$ cat src/hdl/daily_alarm_table_scheduler_core_defines.svh
// ---------------------------------------------------------------------------
// Daily alarm table scheduler assertion macros
// Shared concurrent assertion forms used by the scheduler core.
// ---------------------------------------------------------------------------
`ifndef DAILY_ALARM_TABLE_SCHEDULER_CORE_DEFINES_SVH
`define DAILY_ALARM_TABLE_SCHEDULER_CORE_DEFINES_SVH

// consequent holds in the same cycle as the antecedent
`define DATS_ASSERT_SAME(lbl, clk, rst, ante, cons, msg) \
   lbl: assert property (@(posedge clk) disable iff (rst) (ante) |-> (cons)) \
      else $error(msg);

// consequent holds in the cycle after the antecedent
`define DATS_ASSERT_NEXT(lbl, clk, rst, ante, cons, msg) \
   lbl: assert property (@(posedge clk) disable iff (rst) (ante) |=> (cons)) \
      else $error(msg);

`endif

$ cat src/hdl/dats_pkg.sv
// ---------------------------------------------------------------------------
// Daily alarm table scheduler package
// Field widths, codes and shared types of the scheduler core.
// ---------------------------------------------------------------------------
package dats_pkg;

   // sizes and constants
   localparam int MAX_ENTRIES_DEF  = 8;
   localparam int SECONDS_PER_DAY  = 24 * 3600;
   localparam int MS_PER_SEC       = 1000;
   localparam int COOLDOWN_RESET   = 60;

   // field widths
   localparam int SEC_W       = 17;
   localparam int DAY_W       = 9;
   localparam int MS_W        = 32;
   localparam int DUR_W       = 16;
   localparam int COOLDOWN_W  = 16;
   localparam int COUNT_W     = 4;
   localparam int AIDX_W      = 3;
   localparam int EIDX_W      = 3;
   localparam int CSR_IDX_W   = 2;
   localparam int CSR_DATA_W  = 16;
   localparam int REQ_DATA_W  = 96;
   localparam int RSP_DATA_W  = 40;
   localparam int DIST_W      = 18;
   localparam int UNIT_W      = 32;

   // command codes
   localparam logic CMD_TICK  = 1'b0;
   localparam logic CMD_WRITE = 1'b1;

   // register indexes
   localparam logic [CSR_IDX_W-1:0] CSR_RULES_OVERRIDE = 2'd0;
   localparam logic [CSR_IDX_W-1:0] CSR_ENTRY_COUNT    = 2'd1;
   localparam logic [CSR_IDX_W-1:0] CSR_COOLDOWN_SEC   = 2'd2;

   typedef enum logic [1:0] {
      KIND_FIRED   = 2'd0,
      KIND_SKIPPED = 2'd1,
      KIND_REPORT  = 2'd2
   } kind_type;

   typedef enum logic [1:0] {
      STATUS_FOUND    = 2'd0,
      STATUS_OVERRIDE = 2'd1,
      STATUS_EMPTY    = 2'd2,
      STATUS_NONE     = 2'd3
   } status_type;

   // shared unit operations
   typedef enum logic {
      OP_GAP  = 1'b0,
      OP_DIST = 1'b1
   } op_type;

   typedef struct packed {
      op_type             op;
      logic [UNIT_W-1:0]  a;
      logic [UNIT_W-1:0]  b;
      logic [UNIT_W-1:0]  c;
      logic [UNIT_W-1:0]  lim;
   } unit_req_type;

   typedef struct packed {
      logic [UNIT_W-1:0]  value;
      logic               below;
   } unit_rsp_type;

   // alarm table write data
   typedef struct packed {
      logic               load_entry;
      logic [SEC_W-1:0]   time_sec;
      logic [DUR_W-1:0]   dur;
      logic [DAY_W-1:0]   day;
   } tbl_wdata_type;

endpackage

$ cat src/hdl/daily_alarm_table_scheduler_core.sv
// ---------------------------------------------------------------------------
// Daily alarm table scheduler core
// Holds a table of daily alarms, fires matching entries on each tick under
// a global cooldown and reports the nearest upcoming alarm.
// ---------------------------------------------------------------------------
// A write command (req_tuser = 1) gives no result. A tick takes the request,
// runs a firing pass over N = min(entry_count, MAX_ENTRIES) entries, then a
// report pass over the same entries, and then loads the report; a tick under
// rules_override or with no entries goes straight to loading the report. Each
// entry step goes through the one shared add/compare unit, so every entry is
// visited twice per tick. A fired/skipped result or the report that waits on
// rsp_tready stalls the tick.
// The block is not ready for a new transaction until the report is loaded;
// the result register lets the next transaction enter while it waits.
// ---------------------------------------------------------------------------
`include "daily_alarm_table_scheduler_core_defines.svh"

module daily_alarm_table_scheduler_core #(
   parameter int MAX_ENTRIES = dats_pkg::MAX_ENTRIES_DEF
) (
   input  logic                                clock,
   input  logic                                reset,
   // request channel
   input  logic                                req_tvalid,
   output logic                                req_tready,
   // now_sec, day_of_year, now_ms, entry_index, entry_time_sec,
   // entry_duration_sec, zero pad
   input  logic [dats_pkg::REQ_DATA_W-1:0]     req_tdata,
   // cmd
   input  logic                                req_tuser,
   // result channel
   output logic                                rsp_tvalid,
   input  logic                                rsp_tready,
   // alarm_index, duration_sec, report_status, next_in_sec, zero pad
   output logic [dats_pkg::RSP_DATA_W-1:0]     rsp_tdata,
   // kind
   output logic [1:0]                          rsp_tuser,
   output logic                                rsp_tlast,
   // configuration
   input  logic                                csr_we,
   input  logic [dats_pkg::CSR_IDX_W-1:0]      csr_index,
   input  logic [dats_pkg::CSR_DATA_W-1:0]     csr_wdata
);

   localparam int IDX_W = (MAX_ENTRIES > 1) ? $clog2(MAX_ENTRIES) : 1;
   localparam int CNT_W = $clog2(MAX_ENTRIES + 1);

   typedef enum logic [1:0] {
      ST_IDLE,
      ST_FIRE,
      ST_SCAN,
      ST_REPORT
   } state_type;

   // request fields
   logic                              req_cmd;
   logic [dats_pkg::SEC_W-1:0]        req_now_sec;
   logic [dats_pkg::DAY_W-1:0]        req_day_of_year;
   logic [dats_pkg::MS_W-1:0]         req_now_ms;
   logic [dats_pkg::EIDX_W-1:0]       req_entry_index;
   logic [dats_pkg::SEC_W-1:0]        req_entry_time_sec;
   logic [dats_pkg::DUR_W-1:0]        req_entry_duration_sec;

   assign req_cmd                = req_tuser;
   assign req_now_sec            = req_tdata[16:0];
   assign req_day_of_year        = req_tdata[25:17];
   assign req_now_ms             = req_tdata[57:26];
   assign req_entry_index        = req_tdata[60:58];
   assign req_entry_time_sec     = req_tdata[77:61];
   assign req_entry_duration_sec = req_tdata[93:78];

   // configuration registers
   logic                                override_ff;
   logic [dats_pkg::COUNT_W-1:0]        entry_count_ff;
   logic [dats_pkg::COOLDOWN_W-1:0]     cooldown_ff;

   always_ff @(posedge clock) begin
      if (reset) begin
         override_ff    <= 1'b0;
         entry_count_ff <= '0;
         cooldown_ff    <= dats_pkg::COOLDOWN_W'(dats_pkg::COOLDOWN_RESET);
      end else if (csr_we) begin
         unique case (csr_index)
            dats_pkg::CSR_RULES_OVERRIDE: override_ff    <= csr_wdata[0];
            dats_pkg::CSR_ENTRY_COUNT:    entry_count_ff <= csr_wdata[dats_pkg::COUNT_W-1:0];
            dats_pkg::CSR_COOLDOWN_SEC:   cooldown_ff    <= csr_wdata;
            default: ;
         endcase
      end
   end

   // sequencer registers
   state_type                        state_ff, state_in;
   logic [CNT_W-1:0]                 idx_ff, idx_in;
   logic [CNT_W-1:0]                 count_ff, count_in;
   logic [dats_pkg::SEC_W-1:0]       now_sec_ff, now_sec_in;
   logic [dats_pkg::DAY_W-1:0]       day_ff, day_in;
   logic [dats_pkg::MS_W-1:0]        now_ms_ff, now_ms_in;
   logic [dats_pkg::MS_W-1:0]        need_ff, need_in;
   logic [dats_pkg::MS_W-1:0]        last_ms_ff, last_ms_in;
   logic [dats_pkg::DIST_W-1:0]      best_ff, best_in;
   logic [dats_pkg::DUR_W-1:0]       best_dur_ff, best_dur_in;
   dats_pkg::status_type             tick_status_ff, tick_status_in;

   // result register
   logic                             rsp_valid_ff, rsp_valid_in;
   dats_pkg::kind_type               rsp_kind_ff, rsp_kind_in;
   logic [dats_pkg::AIDX_W-1:0]      rsp_idx_ff, rsp_idx_in;
   logic [dats_pkg::DUR_W-1:0]       rsp_dur_ff, rsp_dur_in;
   dats_pkg::status_type             rsp_status_ff, rsp_status_in;
   logic [dats_pkg::SEC_W-1:0]       rsp_next_ff, rsp_next_in;
   logic                             rsp_last_ff, rsp_last_in;

   // table and unit connections
   logic                             tbl_we;
   logic [IDX_W-1:0]                 tbl_waddr;
   dats_pkg::tbl_wdata_type          tbl_wdata;
   logic [dats_pkg::SEC_W-1:0]       rd_time;
   logic [dats_pkg::DUR_W-1:0]       rd_dur;
   logic [dats_pkg::DAY_W-1:0]       rd_day;
   dats_pkg::unit_req_type           unit_req;
   dats_pkg::unit_rsp_type           unit_rsp;

   logic                             out_free;
   logic                             last_idx;
   logic                             match;
   logic                             fire_go;
   logic [CNT_W-1:0]                 count_clamp;

   dats_table #(
      .MAX_ENTRIES (MAX_ENTRIES)
   ) u_table (
      .clock   (clock),
      .reset   (reset),
      .wr_en   (tbl_we),
      .wr_addr (tbl_waddr),
      .wr_data (tbl_wdata),
      .rd_addr (idx_ff[IDX_W-1:0]),
      .rd_time (rd_time),
      .rd_dur  (rd_dur),
      .rd_day  (rd_day)
   );

   dats_unit u_unit (
      .req (unit_req),
      .rsp (unit_rsp)
   );

   // entries in use, capped at the table size
   always_comb begin
      if (32'(entry_count_ff) > 32'(MAX_ENTRIES)) begin
         count_clamp = CNT_W'(MAX_ENTRIES);
      end else begin
         count_clamp = CNT_W'(entry_count_ff);
      end
   end

   assign req_tready = (state_ff == ST_IDLE);
   assign out_free   = !rsp_valid_ff || rsp_tready;
   assign last_idx   = (idx_ff == count_ff - CNT_W'(1));
   assign match      = (rd_time == now_sec_ff) && (rd_day != day_ff);

   // shared unit operands: cooldown gap while firing, distance while scanning
   always_comb begin
      if (state_ff == ST_SCAN) begin
         unit_req.op  = dats_pkg::OP_DIST;
         unit_req.a   = 32'(rd_time);
         unit_req.b   = (rd_time > now_sec_ff) ? '0 : 32'(dats_pkg::SECONDS_PER_DAY);
         unit_req.c   = 32'(now_sec_ff);
         unit_req.lim = 32'(best_ff);
      end else begin
         unit_req.op  = dats_pkg::OP_GAP;
         unit_req.a   = now_ms_ff;
         unit_req.b   = '0;
         unit_req.c   = last_ms_ff;
         unit_req.lim = need_ff;
      end
   end

   // sequencer next state
   always_comb begin
      state_in       = state_ff;
      idx_in         = idx_ff;
      count_in       = count_ff;
      now_sec_in     = now_sec_ff;
      day_in         = day_ff;
      now_ms_in      = now_ms_ff;
      need_in        = need_ff;
      last_ms_in     = last_ms_ff;
      best_in        = best_ff;
      best_dur_in    = best_dur_ff;
      tick_status_in = tick_status_ff;
      rsp_valid_in   = rsp_valid_ff && !rsp_tready;
      rsp_kind_in    = rsp_kind_ff;
      rsp_idx_in     = rsp_idx_ff;
      rsp_dur_in     = rsp_dur_ff;
      rsp_status_in  = rsp_status_ff;
      rsp_next_in    = rsp_next_ff;
      rsp_last_in    = rsp_last_ff;
      tbl_we         = 1'b0;
      tbl_waddr      = idx_ff[IDX_W-1:0];
      tbl_wdata      = '0;
      fire_go        = 1'b0;

      unique case (state_ff)
         ST_IDLE: begin
            if (req_tvalid) begin
               if (req_cmd == dats_pkg::CMD_WRITE) begin
                  // entry load, clears the fired day
                  if (32'(req_entry_index) < 32'(MAX_ENTRIES)) begin
                     tbl_we               = 1'b1;
                     tbl_waddr            = IDX_W'(req_entry_index);
                     tbl_wdata.load_entry = 1'b1;
                     tbl_wdata.time_sec   = req_entry_time_sec;
                     tbl_wdata.dur        = req_entry_duration_sec;
                  end
               end else begin
                  // tick: latch the transaction and start the passes
                  idx_in      = '0;
                  count_in    = count_clamp;
                  now_sec_in  = req_now_sec;
                  day_in      = req_day_of_year;
                  now_ms_in   = req_now_ms;
                  need_in     = 32'(cooldown_ff) * 32'(dats_pkg::MS_PER_SEC);
                  best_in     = dats_pkg::DIST_W'(dats_pkg::SECONDS_PER_DAY + 1);
                  best_dur_in = '0;
                  if (override_ff) begin
                     tick_status_in = dats_pkg::STATUS_OVERRIDE;
                     state_in       = ST_REPORT;
                  end else if (count_clamp == '0) begin
                     tick_status_in = dats_pkg::STATUS_EMPTY;
                     state_in       = ST_REPORT;
                  end else begin
                     tick_status_in = dats_pkg::STATUS_FOUND;
                     state_in       = ST_FIRE;
                  end
               end
            end
         end

         ST_FIRE: begin
            if (!match || out_free) begin
               if (match) begin
                  // fired or skipped result for this entry
                  rsp_valid_in  = 1'b1;
                  rsp_idx_in    = dats_pkg::AIDX_W'(idx_ff[IDX_W-1:0]);
                  rsp_dur_in    = rd_dur;
                  rsp_status_in = dats_pkg::STATUS_FOUND;
                  rsp_next_in   = '0;
                  rsp_last_in   = 1'b0;
                  if (last_ms_ff == '0 || !unit_rsp.below) begin
                     fire_go       = 1'b1;
                     rsp_kind_in   = dats_pkg::KIND_FIRED;
                     tbl_we        = 1'b1;
                     tbl_wdata.day = day_ff;
                     last_ms_in    = now_ms_ff;
                  end else begin
                     rsp_kind_in   = dats_pkg::KIND_SKIPPED;
                  end
               end
               if (last_idx) begin
                  idx_in   = '0;
                  state_in = ST_SCAN;
               end else begin
                  idx_in = idx_ff + CNT_W'(1);
               end
            end
         end

         ST_SCAN: begin
            // nearest upcoming alarm, first entry wins on ties
            if (!(rd_day == day_ff && rd_time == now_sec_ff) && unit_rsp.below) begin
               best_in     = unit_rsp.value[dats_pkg::DIST_W-1:0];
               best_dur_in = rd_dur;
            end
            if (last_idx) begin
               state_in = ST_REPORT;
            end else begin
               idx_in = idx_ff + CNT_W'(1);
            end
         end

         ST_REPORT: begin
            if (out_free) begin
               rsp_valid_in = 1'b1;
               rsp_kind_in  = dats_pkg::KIND_REPORT;
               rsp_idx_in   = '0;
               rsp_last_in  = 1'b1;
               if (tick_status_ff == dats_pkg::STATUS_FOUND &&
                   32'(best_ff) <= 32'(dats_pkg::SECONDS_PER_DAY)) begin
                  rsp_status_in = dats_pkg::STATUS_FOUND;
                  rsp_dur_in    = best_dur_ff;
                  rsp_next_in   = dats_pkg::SEC_W'(best_ff);
               end else begin
                  rsp_status_in = (tick_status_ff == dats_pkg::STATUS_FOUND) ?
                                  dats_pkg::STATUS_NONE : tick_status_ff;
                  rsp_dur_in    = '0;
                  rsp_next_in   = '0;
               end
               state_in = ST_IDLE;
            end
         end

         default: state_in = ST_IDLE;
      endcase
   end

   // sequencer state and result register
   always_ff @(posedge clock) begin
      if (reset) begin
         state_ff     <= ST_IDLE;
         rsp_valid_ff <= 1'b0;
         last_ms_ff   <= '0;
      end else begin
         state_ff     <= state_in;
         rsp_valid_ff <= rsp_valid_in;
         last_ms_ff   <= last_ms_in;
      end
      idx_ff         <= idx_in;
      count_ff       <= count_in;
      now_sec_ff     <= now_sec_in;
      day_ff         <= day_in;
      now_ms_ff      <= now_ms_in;
      need_ff        <= need_in;
      best_ff        <= best_in;
      best_dur_ff    <= best_dur_in;
      tick_status_ff <= tick_status_in;
      rsp_kind_ff    <= rsp_kind_in;
      rsp_idx_ff     <= rsp_idx_in;
      rsp_dur_ff     <= rsp_dur_in;
      rsp_status_ff  <= rsp_status_in;
      rsp_next_ff    <= rsp_next_in;
      rsp_last_ff    <= rsp_last_in;
   end

   // result channel
   assign rsp_tvalid = rsp_valid_ff;
   assign rsp_tuser  = rsp_kind_ff;
   assign rsp_tlast  = rsp_last_ff;
   assign rsp_tdata  = {2'b00, rsp_next_ff, rsp_status_ff, rsp_dur_ff, rsp_idx_ff};

   // checks
   `DATS_ASSERT_SAME(a_last_on_report, clock, reset, rsp_tvalid, rsp_tlast == (rsp_tuser == dats_pkg::KIND_REPORT), "last flag does not match report result")
   `DATS_ASSERT_SAME(a_scan_in_range, clock, reset, state_ff == ST_FIRE || state_ff == ST_SCAN, idx_ff < count_ff, "entry scan index beyond entries in use")
   `DATS_ASSERT_NEXT(a_stamp_on_fire, clock, reset, !fire_go, $stable(last_ms_ff), "fire timestamp changed without a firing")

endmodule

$ cat src/hdl/dats_unit.sv
// ---------------------------------------------------------------------------
// Daily alarm scheduler shared arithmetic unit
// Computes a + b - c and compares the result against a limit; used for
// the cooldown gap and for the distance to each alarm.
// ---------------------------------------------------------------------------
module dats_unit (
   input  dats_pkg::unit_req_type req,
   output dats_pkg::unit_rsp_type rsp
);

   logic [dats_pkg::UNIT_W+1:0] sum;
   logic [dats_pkg::UNIT_W-1:0] value;

   // three operand add with sign kept in the top bit
   assign sum = {2'b00, req.a} + {2'b00, req.b} - {2'b00, req.c};

   // distances clamp at zero, gaps wrap modulo 2^32
   always_comb begin
      if (req.op == dats_pkg::OP_DIST && sum[dats_pkg::UNIT_W+1]) begin
         value = '0;
      end else begin
         value = sum[dats_pkg::UNIT_W-1:0];
      end
   end

   assign rsp.value = value;
   assign rsp.below = (value < req.lim);

endmodule

$ cat src/hdl/dats_table.sv
// ---------------------------------------------------------------------------
// Daily alarm scheduler entry table
// Per-entry alarm time, duration and last fired day, one write port and
// one read port addressed by the sequencer.
// ---------------------------------------------------------------------------
module dats_table #(
   parameter int MAX_ENTRIES = dats_pkg::MAX_ENTRIES_DEF,
   localparam int IDX_W = (MAX_ENTRIES > 1) ? $clog2(MAX_ENTRIES) : 1
) (
   input  logic                         clock,
   input  logic                         reset,
   input  logic                         wr_en,
   input  logic [IDX_W-1:0]             wr_addr,
   input  dats_pkg::tbl_wdata_type      wr_data,
   input  logic [IDX_W-1:0]             rd_addr,
   output logic [dats_pkg::SEC_W-1:0]   rd_time,
   output logic [dats_pkg::DUR_W-1:0]   rd_dur,
   output logic [dats_pkg::DAY_W-1:0]   rd_day
);

   logic [dats_pkg::SEC_W-1:0] time_ff [MAX_ENTRIES];
   logic [dats_pkg::DUR_W-1:0] dur_ff  [MAX_ENTRIES];
   logic [dats_pkg::DAY_W-1:0] day_ff  [MAX_ENTRIES];

   // alarm time and duration, loaded by write commands only
   always_ff @(posedge clock) begin
      if (wr_en && wr_data.load_entry) begin
         time_ff[wr_addr] <= wr_data.time_sec;
         dur_ff[wr_addr]  <= wr_data.dur;
      end
   end

   // fired day, zero means never fired
   always_ff @(posedge clock) begin
      if (reset) begin
         for (int i = 0; i < MAX_ENTRIES; i++) begin
            day_ff[i] <= '0;
         end
      end else if (wr_en) begin
         day_ff[wr_addr] <= wr_data.day;
      end
   end

   // read port
   assign rd_time = time_ff[rd_addr];
   assign rd_dur  = dur_ff[rd_addr];
   assign rd_day  = day_ff[rd_addr];

endmodule

$ cat config.mk
export PLATFORM = sky130hd
export DESIGN_NAME = daily_alarm_table_scheduler_core
export DESIGN_NICKNAME = d
export VERILOG_FILES = /design/src/hdl/dats_pkg.sv /design/src/hdl/daily_alarm_table_scheduler_core.sv /design/src/hdl/dats_unit.sv /design/src/hdl/dats_table.sv
export VERILOG_INCLUDE_DIRS = /design/src /design/src/hdl
export SDC_FILE = /design/constraint.sdc
export NUM_CORES = 1
export LEC_CHECK = 0
export ABC_CLOCK_PERIOD_IN_PS = 14900
export BUFFER_PORTS_ARGS = -buffer_cell sky130_fd_sc_hd__buf_2
export CAP_MARGIN = 20
export CORE_MARGIN = 10
export CORE_UTILIZATION = 60
export DETAILED_ROUTE_END_ITERATION = 8
export HOLD_SLACK_MARGIN = 0.02
export PLACE_DENSITY = 0.79
export SETUP_SLACK_MARGIN = 0.2
export SKIP_CTS_REPAIR_TIMING = 1
export SYNTH_ARGS = -nofsm -noshare
export SYNTH_HDL_FRONTEND = slang
export SYNTH_SLANG_ARGS = --single-unit
export TNS_END_PERCENT = 5
$ cat constraint.sdc
create_clock -name clock -period 14.9 [get_ports clock]
set_input_delay 1.49 -clock clock [delete_from_list [all_inputs] [get_ports clock]]
set_output_delay 1.49 -clock clock [all_outputs]
set_load 0.01 [all_outputs]
## Word level (Yosys, flattened, before mapping)

Memories as Yosys holds them, arrays and structs flattened. A register that Yosys moved wholly into a read port is not among the register bits.
Index checks and enable logic that the tools add are counted.

| cells by class | value |
|---|---|
| add/sub/neg operators | 4 |
| $mul | 1 |
| $lt $le $gt $ge | 4 |
| equal/unequal tests | 18 |
| muxes and demuxes | 90 |
| bitwise logic cells | 1 |
| reductions and logical operators | 33 |

Operators by type and width:

| cell | count |
|---|---|
| two-way mux 129 bit | 1 |
| two-way mux 16 bit | 7 |
| two-way mux 34 bit | 3 |
| two-way mux 17 bit | 5 |
| one-hot mux 16 bit (2 select lines) | 2 |
| two-way mux 18 bit | 3 |
| two-way mux 9 bit | 5 |
| one-hot mux 18 bit (2 select lines) | 1 |
| two-way mux 2 bit | 17 |
| one-hot mux 17 bit (2 select lines) | 1 |
| subtractor 34 x 32 -> 34 bit | 1 |
| adder 32 x 32 -> 33 bit | 1 |
| zero test 32 bit | 1 |
| < comparator 32 bit | 1 |
| two-way mux 32 bit | 1 |
| two-way mux 3 bit | 10 |
| two-way mux 4 bit | 6 |
| multiplier 16 x 7 -> 23 bit, second input constant | 1 |
| two-way mux 1 bit | 20 |
| <= comparator 18 x 17 -> 1 bit, second input constant | 1 |
| == test 17 bit | 1 |
| greater-than comparator 17 bit | 1 |
| != test 2 bit, second input constant | 8 |
| one-hot mux 4 bit (3 select lines) | 1 |
| 27 further kinds | 52 |

| storage, ports and cells | value |
|---|---|
| flip-flop bits (word level) | 222 |
| RAM bits | 336 |
| input port bits | 120 |
| output and inout bits | 45 |
| logic and storage cells | 175 |
| memories | 3 |

Memories:

| name | depth | width | read ports | clocked after Yosys merged registers in | wr ports | line | text |
|---|---|---|---|---|---|---|---|
| u_table.time_ff | 8 | 17 | 1 | 1 | 1 | dats_table.sv:21 | `logic [dats_pkg::SEC_W-1:0] time_ff [MAX_ENTRIES];` |
| u_table.dur_ff | 8 | 16 | 1 | 1 | 1 | dats_table.sv:22 | `logic [dats_pkg::DUR_W-1:0] dur_ff [MAX_ENTRIES];` |
| u_table.day_ff | 8 | 9 | 1 | 1 | 8 | dats_table.sv:23 | `logic [dats_pkg::DAY_W-1:0] day_ff [MAX_ENTRIES];` |

## Depth between registers and ports, before layout

| depth | value |
|---|---|
| word-level depth | 19 |
| depth in mapped cells | 55 |

## Hierarchy

A second synthesis with hierarchy kept.

| unflattened totals | value |
|---|---|
| cells, all modules | 2,236 |
| area total of the unflattened synthesis | 29,756.0 um^2 |

By module, submodules not included:

| module | times used | cells each | area an instance (um^2) | sequential area each (um^2) |
|---|---|---|---|---|
| dats_table | 1 | 607 | 13,202.7 | 10,089.7 |
| daily_alarm_table_scheduler_core | 1 | 1,060 | 12,525.8 | 6,105.9 |
| dats_unit | 1 | 569 | 4,027.6 | 0.0 |

## Worst setup path before layout

No wires, ideal clock.

| timing path | value |
|---|---|
| path type | flip-flop to flip-flop |
| from | register (tool-made name) |
| to | register best_dur_ff[0] in the netlist's numbering (enable) |
| arrival time | 13,174 ps |
| data required time | 14,463 ps |
| path slack | 1,289 ps |
| stages on the path, launching flop included | 51 |
| period minus slack after synthesis | 13,611 ps |
| path through | dfxtp_1 buf_1 clkbuf_1 clkbuf_1 buf_1 mux4_2 mux2_2 ha_1 nor2b_1 o21a_1 o21a_1 o21a_1 o21a_1 o21ai_0 nand2b_1 a21oi_1 o21ai_0 nand2b_1 (+15 left out) o31a_1 nand3_1 o21ai_0 and2_0 clkbuf_1 nor3_1 ha_1 a21oi_1 o21ai_0 a221oi_1 o21ai_0 a221oi_1 nand4_1 or4_1 or4_1 nand2_1 a22oi_1 a21oi_1 |

RTL lines:

| element | line | text |
|---|---|---|
| end signal, assigned | daily_alarm_table_scheduler_core.sv:326 | `best_dur_ff <= best_dur_in;` |
| end, declared | daily_alarm_table_scheduler_core.sv:102 | `logic [dats_pkg::DUR_W-1:0] best_dur_ff, best_dur_in;` |

==> run metrics <==
Iter 0 DRT Violations=1542; startpoint types=register; WL per Instance=23.03 um; Max H-tree Level=2; final wirelength=65460 um; pwr/cell area=172.3 nW/um^2; clock buffer depth=3; gr usage total=23.26%; RSZ-0062 raised after global routing=no; Die Wd=235.6 um; most used cell, CP=o21ai_0; Post-route DRC=0; Leak=11.55 nW; dominant cell type by area after synthesis=edfxtp_1; Clock Skews=34.45 ps; clock sink count=561; layout overhead on the synthesized area=11.76%; CP max stage delay=910 ps; GRT overflow=0; CP Capture Type=register; row count=78; worst skew pair latency=630 ps; Post-Route Setup TNS=0 ps; adder-cell share of the synthesized area=10.21%; max_cap viols=0; initial antenna violation count=4; # IOs=165; Synth Area in XOR/XNOR=2.292%; CP max stage cell=dfxtp_4; VDD IR max=0.0001415 V; post-route clock period utilization=90.72%; PortBufs=160; Setup CP Type=reg2reg; prevailing post-synth register cell=edfxtp_1; fmax=73.98 MHz; Post-synth EDFFs=502; vias post-DR=17500; clock slew at reported path FFs=60 ps; CP arrival=13830 ps; Post-synth ARST share=0%; gpl congestion=0.9029; largest family of logic cells by synthesized area=adder cells; Fin Hold WS=492.5 ps; Avg Vias per Cell=6.159; Rel. slew slack=31.40%; die area=55510 sq um; Cells after Synth=2033; share of layout cells above drive strength 1=17.72%; number of global-route vias before repair=18190; DR WL met2=33490 um; Synth top area share=54.05%; ranking of synthesized cells by area=edfxtp_1 (54%), mux4_2 (6.8%), ha_1 (6.2%); Core Area=45670 sq um; DP HPWL=44730 um; Final min period=13520 ps; mux cell area share after synthesis=10.03%; root buffer cell=clkbuf_16; CTS buffer count=55; Worst-Margin Slew=1029 ps; post-synth cell types=70; mapped cell area=27890 sq um; Seq/Total Area, Yosys=58.28%; CP required=15220 ps; DIE HEIGHT=235.6 um; Final Net Count=2512; most common cell in the netlist=edfxtp_1; CTS tree=built; Synth Area in Simple Gates=10.13%; pin count of the biggest net entering global routing=75; status=completed; Routed Antenna Nets=0; top layer in use=met5; yosys synthesis warning count=0; complex-gate fraction of the synthesized area=6.868%; worst-path fanout max=43; DRT met1 WL=25260 um; commonest cells in the netlist=edfxtp_1 (502), nor2_1 (203), ha_1 (138); first-pass GRT wire length=102100 um; DRT Pass-1 Iters=5; Initial Utilization=61.06%; Hold WC Path Type=reg2reg; flops & latches, synth=561; max-slew violation count=0; Finish-stage setup viols=0; syn_area_per_cell=13.72 sq um; final hold viol count=0; Met3 Routed Length=4890 um
-- flip-flops by register name, indices dropped and copies added, names as in the netlist, 3 cells and up, named ones only --
signal	flops
u_table.dur_ff	128
best_ff	18
best_dur_ff	16
rsp_idx_ff	3
cooldown_ff	16
day_ff	9
rsp_next_ff	17
count_ff	4
now_ms_ff	32
rsp_dur_ff	16
u_table.day_ff	72
idx_ff	4
now_sec_ff	17
need_ff	23
u_table.time_ff	136
last_ms_ff	32
entry_count_ff	4
-- worst paths after layout --
| path | startpoint | to | slack (ps) | cells after the start |
|---|---|---|---|---|
| worst max-delay path | register | u_table.day_ff[6][2] | 1380 | 45 |
| worst min-delay path | now_ms_ff[11] | last_ms_ff[11] | 490 | 1 |
| worst max register to register | register | u_table.day_ff[6][2] | 1380 | 45 |
| worst min register to register | now_ms_ff[11] | last_ms_ff[11] | 490 | 1 |
-- cell type report --
cell class / count / area [sq um]
clock inverters: 34 / 347.8
inverters: 71 / 266.5
multi-input cells: 1323 / 11110
repair buffers: 186 / 996.0
well taps: 600 / 750.7
diodes: 1 / 2.502
fillers: 3083 / 14500
flip-flops and latches: 561 / 16260
clock buffers: 66 / 1438
-- per-layer routing --
metal | GRT usage, % | up-vias
met4 | 7.612 | 6
met2 | 40.36 | 726
li1 | - | 7995
met1 | 29.09 | 8661
met3 | 4.022 | 116
met5 | 0 | -
-- report_power, final --
group	switching, mW	internal (mW)
clock network	0.601	0.764
registers	0.132	1.91
logic	1.14	0.822
total	1.88	3.50
-- metrics by stage --
step / utilization, % / instances / setup slack (ps) / power, mW / area [sq um]
after floorplan: - / 2034 / 1290 / 3.486 / 27890
after global placement: 64.33 / 2741 / 1552 / 3.953 / 29380
after detailed placement: 64.33 / 2741 / 1425 / 4.008 / 29380
after CTS: 68.24 / 2841 / 1412 / 5.378 / 31170
after global routing: 68.25 / 2842 / 346.5 / 5.682 / 31170
final: 68.25 / 2842 / 1383 / 5.372 / 31170
-- critical path, delay by kind of cell, from the launching register on --
kind / cells / cell delay (ps)
and+or+nand+nor: 12 / 3180
adders and majority gates: 5 / 1700
AOI/OAI and AO/OA: 21 / 5460
DFF: 1 / 910
muxes: 2 / 860
xor gates and xnor gates: 1 / 100
buffers and inverters: 4 / 940
-- cell usage in the layout, fill, tap and decap left out, types with 16 or more instances in the layout --
cell / synthesis / final
a21o_1: 17 / 17
a21oi_1: 75 / 73
a22o_1: 33 / 33
and2_1: 59 / 59
and3_1: 16 / 16
buf_2: 4 / 160
buf_4: 2 / 26
clkbuf_16: 0 / 55
dfxtp_1: 59 / 56
edfxtp_1: 502 / 502
fa_1: 56 / 56
ha_1: 138 / 137
inv_1: 70 / 69
mux2_2: 18 / 18
mux2i_1: 69 / 69
mux4_2: 84 / 84
nand2_1: 135 / 135
nand2b_1: 23 / 23
nand3_1: 26 / 26
nand4_1: 21 / 21
nor2_1: 203 / 202
nor2b_1: 23 / 19
nor3_1: 33 / 29
nor4_1: 21 / 21
o21a_1: 16 / 16
o21ai_0: 55 / 55
o22ai_1: 18 / 18
xnor2_1: 50 / 50
xor2_1: 23 / 23
-- cell families (layout without fill, tap and decap cells) --
kind of cell,count (synthesis),count (layout)
simple gates,594,594
compound gates,288,288
xor+xnor,73,73
buf+inv,150,357
fa+ha+maj,194,194
flops,561,561
other cells,1,3
mux,172,172
(Power assumes the default switching activity.)
